[src/rtl/core/tpw_pkg.sv]
// ----------------------------------------------------------------------------
// tpw_pkg
// shared types and constants for the tiled pixel walk
// ----------------------------------------------------------------------------
package tpw_pkg;

    // pixel coordinates and walk counters
    localparam int COORD_W = 12;
    // image and tile sizes as written through the config port
    localparam int SIDE_W = 13;
    // product of a tile index and a tile edge, with headroom for one more edge
    localparam int PROD_W = COORD_W + SIDE_W;

    localparam logic [SIDE_W-1:0] MAX_SIDE = SIDE_W'(4096);

    localparam logic [SIDE_W-1:0] RST_IMAGE_COLUMNS = SIDE_W'(1024);
    localparam logic [SIDE_W-1:0] RST_IMAGE_ROWS    = SIDE_W'(1024);
    localparam logic [SIDE_W-1:0] RST_TILE_EDGE     = SIDE_W'(16);

    localparam int CFG_IDX_W = 2;

    typedef enum logic [CFG_IDX_W-1:0] {
        REG_IMAGE_COLUMNS = 2'd0,
        REG_IMAGE_ROWS    = 2'd1,
        REG_TILE_EDGE     = 2'd2
    } tpw_reg_idx_t;

    // effective sizes, already clamped to 1..MAX_SIDE
    typedef struct packed {
        logic [SIDE_W-1:0] image_columns;
        logic [SIDE_W-1:0] image_rows;
        logic [SIDE_W-1:0] tile_edge;
    } tpw_size_t;

    // walk position
    typedef struct packed {
        logic [COORD_W-1:0] row_in_tile;
        logic [COORD_W-1:0] col_in_tile;
        logic [COORD_W-1:0] tile_row_index;
        logic [COORD_W-1:0] tile_col_index;
    } tpw_pos_t;

    // one result item
    typedef struct packed {
        logic [COORD_W-1:0] pixel_row;
        logic [COORD_W-1:0] pixel_col;
        logic               frame_end;
    } tpw_result_t;

endpackage

[src/rtl/core/tiled_pixel_walk.sv]
// ----------------------------------------------------------------------------
// tiled_pixel_walk
// tiled column-order scan address generator: visits every pixel tile by tile
// result: registered, shown in the cycle after its input transaction is accepted
// throughput: one transaction per cycle while out_ready drains the output; the
//   position update (one 12x13 multiply per axis, with adds and compares) is combinational
// reset: walk at the origin, sizes 1024 x 1024 with 16 pixel tiles
// ----------------------------------------------------------------------------
module tiled_pixel_walk (
    input  logic                              clk,
    input  logic                              rst_n,

    // configuration writes
    input  logic                              cfg_we,
    input  logic [tpw_pkg::CFG_IDX_W-1:0]     cfg_index,
    input  logic [tpw_pkg::SIDE_W-1:0]        cfg_wdata,

    // tick channel
    input  logic                              in_valid,
    output logic                              in_ready,
    input  logic                              restart,

    // pixel channel
    output logic                              out_valid,
    input  logic                              out_ready,
    output logic [tpw_pkg::COORD_W-1:0]       pixel_row,
    output logic [tpw_pkg::COORD_W-1:0]       pixel_col,
    output logic                              frame_end
);

    tpw_pkg::tpw_size_t    size;
    tpw_pkg::tpw_pos_t     pos_reg;
    tpw_pkg::tpw_pos_t     pos_next;
    tpw_pkg::tpw_result_t  step_result;
    tpw_pkg::tpw_result_t  result_reg;
    logic                  out_valid_reg;
    logic                  in_accept;

    // effective image and tile sizes
    tpw_cfg u_cfg (
        .clk       (clk),
        .rst_n     (rst_n),
        .cfg_we    (cfg_we),
        .cfg_index (cfg_index),
        .cfg_wdata (cfg_wdata),
        .size      (size)
    );

    // pixel for this tick and where the walk goes next
    tpw_step u_step (
        .cur     (pos_reg),
        .size    (size),
        .restart (restart),
        .nxt     (pos_next),
        .result  (step_result)
    );

    // a new tick is taken whenever the result register is empty or being drained
    assign in_ready  = !out_valid_reg || out_ready;
    assign in_accept = in_valid && in_ready;

    // walk position only moves on an accepted transaction
    always_ff @(posedge clk or negedge rst_n)
    begin
        if (!rst_n)
        begin
            pos_reg <= '0;
        end
        else if (in_accept)
        begin
            pos_reg <= pos_next;
        end
    end

    // output valid
    always_ff @(posedge clk or negedge rst_n)
    begin
        if (!rst_n)
        begin
            out_valid_reg <= 1'b0;
        end
        else if (in_accept)
        begin
            out_valid_reg <= 1'b1;
        end
        else if (out_ready)
        begin
            out_valid_reg <= 1'b0;
        end
    end

    // output payload, no reset needed
    always_ff @(posedge clk)
    begin
        if (in_accept)
        begin
            result_reg <= step_result;
        end
    end

    assign out_valid = out_valid_reg;
    assign pixel_row = result_reg.pixel_row;
    assign pixel_col = result_reg.pixel_col;
    assign frame_end = result_reg.frame_end;

    // last pixel of a frame sends the walk back to the origin
    assert property (@(posedge clk) disable iff (!rst_n)
        (in_accept && step_result.frame_end) |=> (pos_reg == '0))
        else $error("walk did not wrap after frame end");

    // any other pixel leaves the walk off the origin
    assert property (@(posedge clk) disable iff (!rst_n)
        (in_accept && !step_result.frame_end) |=> (pos_reg != '0))
        else $error("walk reached origin without frame end");

    // a restart transaction reports the origin pixel
    assert property (@(posedge clk) disable iff (!rst_n)
        (in_accept && restart) |=> (out_valid && pixel_row == '0 && pixel_col == '0))
        else $error("restart did not report the origin");

endmodule

[src/rtl/core/tpw_cfg.sv]
// ----------------------------------------------------------------------------
// tpw_cfg
// size registers; values are clamped to 1..MAX_SIDE when written
// ----------------------------------------------------------------------------
module tpw_cfg (
    input  logic                               clk,
    input  logic                               rst_n,
    input  logic                               cfg_we,
    input  logic [tpw_pkg::CFG_IDX_W-1:0]      cfg_index,
    input  logic [tpw_pkg::SIDE_W-1:0]         cfg_wdata,
    output tpw_pkg::tpw_size_t                 size
);

    logic [tpw_pkg::SIDE_W-1:0] wdata_eff;
    logic [tpw_pkg::SIDE_W-1:0] cols_reg;
    logic [tpw_pkg::SIDE_W-1:0] rows_reg;
    logic [tpw_pkg::SIDE_W-1:0] edge_reg;

    // zero reads as one, anything past the limit saturates
    always_comb
    begin
        if (cfg_wdata == '0)
        begin
            wdata_eff = tpw_pkg::SIDE_W'(1);
        end
        else if (cfg_wdata > tpw_pkg::MAX_SIDE)
        begin
            wdata_eff = tpw_pkg::MAX_SIDE;
        end
        else
        begin
            wdata_eff = cfg_wdata;
        end
    end

    always_ff @(posedge clk or negedge rst_n)
    begin
        if (!rst_n)
        begin
            cols_reg <= tpw_pkg::RST_IMAGE_COLUMNS;
            rows_reg <= tpw_pkg::RST_IMAGE_ROWS;
            edge_reg <= tpw_pkg::RST_TILE_EDGE;
        end
        else if (cfg_we)
        begin
            case (cfg_index)
                tpw_pkg::REG_IMAGE_COLUMNS: cols_reg <= wdata_eff;
                tpw_pkg::REG_IMAGE_ROWS:    rows_reg <= wdata_eff;
                tpw_pkg::REG_TILE_EDGE:     edge_reg <= wdata_eff;
                default:                    ;
            endcase
        end
    end

    assign size.image_columns = cols_reg;
    assign size.image_rows    = rows_reg;
    assign size.tile_edge     = edge_reg;

endmodule

[src/rtl/core/tpw_step.sv]
// ----------------------------------------------------------------------------
// tpw_step
// current pixel and next walk position from the present position
// ----------------------------------------------------------------------------
module tpw_step (
    input  tpw_pkg::tpw_pos_t     cur,
    input  tpw_pkg::tpw_size_t    size,
    input  logic                  restart,
    output tpw_pkg::tpw_pos_t     nxt,
    output tpw_pkg::tpw_result_t  result
);

    localparam int PW = tpw_pkg::PROD_W;

    tpw_pkg::tpw_pos_t  pos;
    logic [PW-1:0]      row_base;
    logic [PW-1:0]      col_base;
    logic [PW-1:0]      edge_w;
    logic [PW-1:0]      rit_inc;
    logic [PW-1:0]      cit_inc;
    logic               row_more;
    logic               col_more;
    logic               tile_row_more;
    logic               tile_col_more;

    // restart puts the walk at the origin before the pixel is reported
    assign pos = restart ? '0 : cur;

    assign edge_w  = PW'(size.tile_edge);
    assign rit_inc = PW'(pos.row_in_tile) + PW'(1);
    assign cit_inc = PW'(pos.col_in_tile) + PW'(1);

    assign row_base = PW'(pos.tile_row_index) * edge_w;
    assign col_base = PW'(pos.tile_col_index) * edge_w;

    // stay inside the tile and inside the image
    assign row_more = (rit_inc < edge_w) &&
                      ((row_base + rit_inc) < PW'(size.image_rows));
    assign col_more = (cit_inc < edge_w) &&
                      ((col_base + cit_inc) < PW'(size.image_columns));
    // next tile index is below ceil(side / edge) exactly when its start lies inside
    assign tile_row_more = (row_base + edge_w) < PW'(size.image_rows);
    assign tile_col_more = (col_base + edge_w) < PW'(size.image_columns);

    always_comb
    begin
        nxt = pos;
        if (row_more)
        begin
            nxt.row_in_tile = rit_inc[tpw_pkg::COORD_W-1:0];
        end
        else
        begin
            nxt.row_in_tile = '0;
            if (col_more)
            begin
                nxt.col_in_tile = cit_inc[tpw_pkg::COORD_W-1:0];
            end
            else
            begin
                nxt.col_in_tile = '0;
                if (tile_row_more)
                begin
                    nxt.tile_row_index = pos.tile_row_index + tpw_pkg::COORD_W'(1);
                end
                else
                begin
                    nxt.tile_row_index = '0;
                    if (tile_col_more)
                    begin
                        nxt.tile_col_index = pos.tile_col_index + tpw_pkg::COORD_W'(1);
                    end
                    else
                    begin
                        nxt.tile_col_index = '0;
                    end
                end
            end
        end
    end

    assign result.pixel_row = row_base[tpw_pkg::COORD_W-1:0] + pos.row_in_tile;
    assign result.pixel_col = col_base[tpw_pkg::COORD_W-1:0] + pos.col_in_tile;
    // every other branch leaves some counter nonzero
    assign result.frame_end = !row_more && !col_more && !tile_row_more && !tile_col_more;

endmodule
[config.mk]
export PLATFORM = sky130hd
export DESIGN_NAME = tiled_pixel_walk
export DESIGN_NICKNAME = d
export VERILOG_FILES = /design/src/rtl/core/tpw_pkg.sv /design/src/rtl/core/tiled_pixel_walk.sv /design/src/rtl/core/tpw_cfg.sv /design/src/rtl/core/tpw_step.sv
export SDC_FILE = /design/constraint.sdc
export NUM_CORES = 1
export LEC_CHECK = 0
export BUFFER_PORTS_ARGS = -buffer_cell sky130_fd_sc_hd__buf_2
export CORE_MARGIN = 4
export CORE_UTILIZATION = 55
export DETAILED_ROUTE_END_ITERATION = 16
export HOLD_SLACK_MARGIN = 0.06
export PLACE_DENSITY_LB_ADDON = 0.2
export SLEW_MARGIN = 20
export SYNTH_ARGS = -nofsm -noshare
export SYNTH_HDL_FRONTEND = slang
export SYNTH_SLANG_ARGS = --single-unit
[constraint.sdc]
create_clock -name clk -period 17.7 [get_ports clk]
set_input_delay 4.425 -clock clk [delete_from_list [all_inputs] [get_ports clk]]
set_output_delay 4.425 -clock clk [all_outputs]
set_load 0.1 [all_outputs]
==> results.toml <==
[run_status]
status = "complete, no violations"

[setup_path]
crit_arrival_ns = 14.08
cp-start-kind = "input port"
r2r_slack_ns = 7.95
critPathKind = "in -> reg"
path_delay_family = "simple AND/OR/NAND/NOR gates"
crit_fanout = 37
path_common_cell = "fa_1"
path_depth = 32
cp.buffers_inverters = 4
critical-path-max-stage-delay_ns = 0.93
reg2regPathDepth = 31
cp-end-kind = "register"
critical_path_required_ns = 18.01
r2r_start = "pos_reg[15]$_DFFE_PN0P_"
worst_path_max_delay_cell = "nor2b_1"
r2r_end = "pos_reg[21]$_DFFE_PN0P_"

[die]
die_w_um = 208.1
dieArea_sq_um = 43290
initial_core_util = 0.5553
rows = 73
ios = 48
coreArea_sq_um = 39640
die_h_um = 208.1

[hold_path]
min_to = "u_cfg.cols_reg[4]$_DFFE_PN0P_"
hold_path_class = "reg -> reg"
hold_depth = 2
hp-start = "u_cfg.cols_reg[4]$_DFFE_PN0P_"

[synthesis]
syn_inst = 2635
yosysUniqueCellTypes = 102
synth-seq-cells = 113
synth_edf_count = 25
synth_common_cells = "inv_1 (396), nand2_1 (358), ha_1 (274), fa_1 (226), o21ai_0 (135)"
synthTopCellsByArea = "fa_1 (21%), ha_1 (16%), dfrtp_1 (9.7%), inv_1 (6.8%), nand2_1 (6.1%)"
yosysSeqAreaShare = 0.1343
ys.flop_type = "dfrtp_1"
yosys_warnings = 0
syn_area_sq_um = 22010
async_flop_share = 0.7788
synth_fp_nets = 3156
avgSynthCellArea_sq_um = 8.354
synth_top_area_cell = "fa_1"
yosysMostFrequentCell = "inv_1"
yosys.area.top_type_share = 0.2055

[clocking]
cts_tree = "built"
root_buffer = "clkbuf_16"
h-tree-depth = 4
cts_setup_buffers = 0
cts.sinks = 113
clk_latency_ns = 0.44
path_clk_slew_ns = 0.06
cts_buffers = 17
cts.hold.buffers_added = 0
clockBufferDepth = 2
cts_resized = 0

[sta]
hold_viol_final = 0
finalMaxSlewViolations = 0
setup_viol = 0
rsz0062_at_grt = "no"
skew_ns = 0.008968
fmax_mhz = 72.64
fin_crit_ns = 13.77
slew_headroom = 0.2321
layout_setup_ws_ns = 3.933
tns_ns = 0
max_slew.worst_pin.slew_ns = 1.149
fin_crit_sh = 0.7778

[final_layout]
largest_register_ffs = 48
layout.nets = 3137
drive_gt1_frac = 0.06276
area_delta_synth_final_pct = 5.576

[routing]
dr.pass1.iters = 5
vias_per_cell = 5.881
drtIter0Drc = 1331
wl_per_cell_um = 18.92
ant_nets = 0
vias = 18556
routed_wirelength_um = 59690
drc = 0

[global_routing]
overflow = 0
grt_max_degree = 70
grt_pass1_vias = 18713
track_usage = 0.2778
grt_pass1_wl_um = 98390
antenna_found_initial = 0

[place]
hpwlAfterDp_um = 46940
place.port_buffers = 47
pre_cts_slack_ns = 3.682
gp_congestion = 0.9308

[power]
ir_drop_uv = 97.55
leakagePower_nw = 11.69
powerDensity_nw_per_um2 = 47.43

[run]
drv_cap = 0
-- layer usage --
| metal | up-vias | part of all wire | wire, um | GRT usage |
|---|---|---|---|---|
| met5 | - | 0 | 0 | 0 |
| met4 | 0 | 0.041 | 2441 | 0.1044 |
| met3 | 128 | 0.052 | 3103 | 0.03438 |
| met2 | 582 | 0.46 | 27480 | 0.4464 |
| met1 | 9069 | 0.45 | 26670 | 0.3878 |
| li1 | 8777 | - | - | - |
-- area by class of cell --
type	instances	area, sq um
multi-input cells	2019	17160
diodes	1	2.502
inverters	396	1488
fillers	3605	16400
clock buffers	18	450.4
clock inverters	14	128.9
repair buffers	69	402.9
well taps	525	656.9
flip-flops and latches	113	2957
-- tightest hold or removal path: stages (launching register included) --
cell	delay, ns
dfrtp_1	0.34
nand2_1	0.04
o21ai_0	0.06
-- metrics by stage --
step	util	cell area, sq um	power [mW]	hold WS (ns)	std cells
global placement	0.5710	22640	0.7410	0.4675	3122
CTS	0.5856	23210	1.099	0.4865	3154
floorplan	-	22010	0.6228	0.4498	2635
finish	0.5863	23240	1.102	0.4848	3155
global route	0.5862	23240	1.158	0.5017	3154
detailed placement	0.5710	22640	0.7539	0.4734	3122
-- cells by family (layout without fill, tap and decap cells) --
logic type	Yosys count	count (layout)	share of synthesized area
mux	12	12	0.005855
compound gates	534	534	0.1645
buf+inv	503	497	0.08742
xor+xnor	135	135	0.05559
fa+ha+maj	500	500	0.3613
flops	113	113	0.1343
other cells	0	1	0
simple gates	838	838	0.1910
-- how the worst max path moves through the flow --
| stage | startpoint | slack [ns] | endpoint |
|---|---|---|---|
| global placement | restart | 3.99 | pos_reg[26]$_DFFE_PN0P_ |
| floorplan | restart | 5.07 | pos_reg[26]$_DFFE_PN0P_ |
| detailed placement | restart | 3.68 | pos_reg[26]$_DFFE_PN0P_ |
| finish | restart | 3.93 | pos_reg[21]$_DFFE_PN0P_ |
| CTS | restart | 4.13 | pos_reg[26]$_DFFE_PN0P_ |
| global route | restart | 3.35 | pos_reg[19]$_DFFE_PN0P_ |
-- power breakdown --
part	leakage [nW]	switching (mW)	internal, mW
registers	1.42	0.0305	0.295
logic	10.0	0.294	0.139
clock network	0.275	0.141	0.202
-- cells in the final DEF (no fill, tap or decap), drive strengths merged, types with 48 or more instances in the layout --
cell and n:
buf 69, nor2b 61, nand3 48, fa 226, and2 104, xnor2 87
ha 274, o21ai 142, nor2 87, a21oi 123, xor2 48, nand2 359
dfrtp 85, inv 399
No activity file was read; power rests on OpenSTA's default activity.
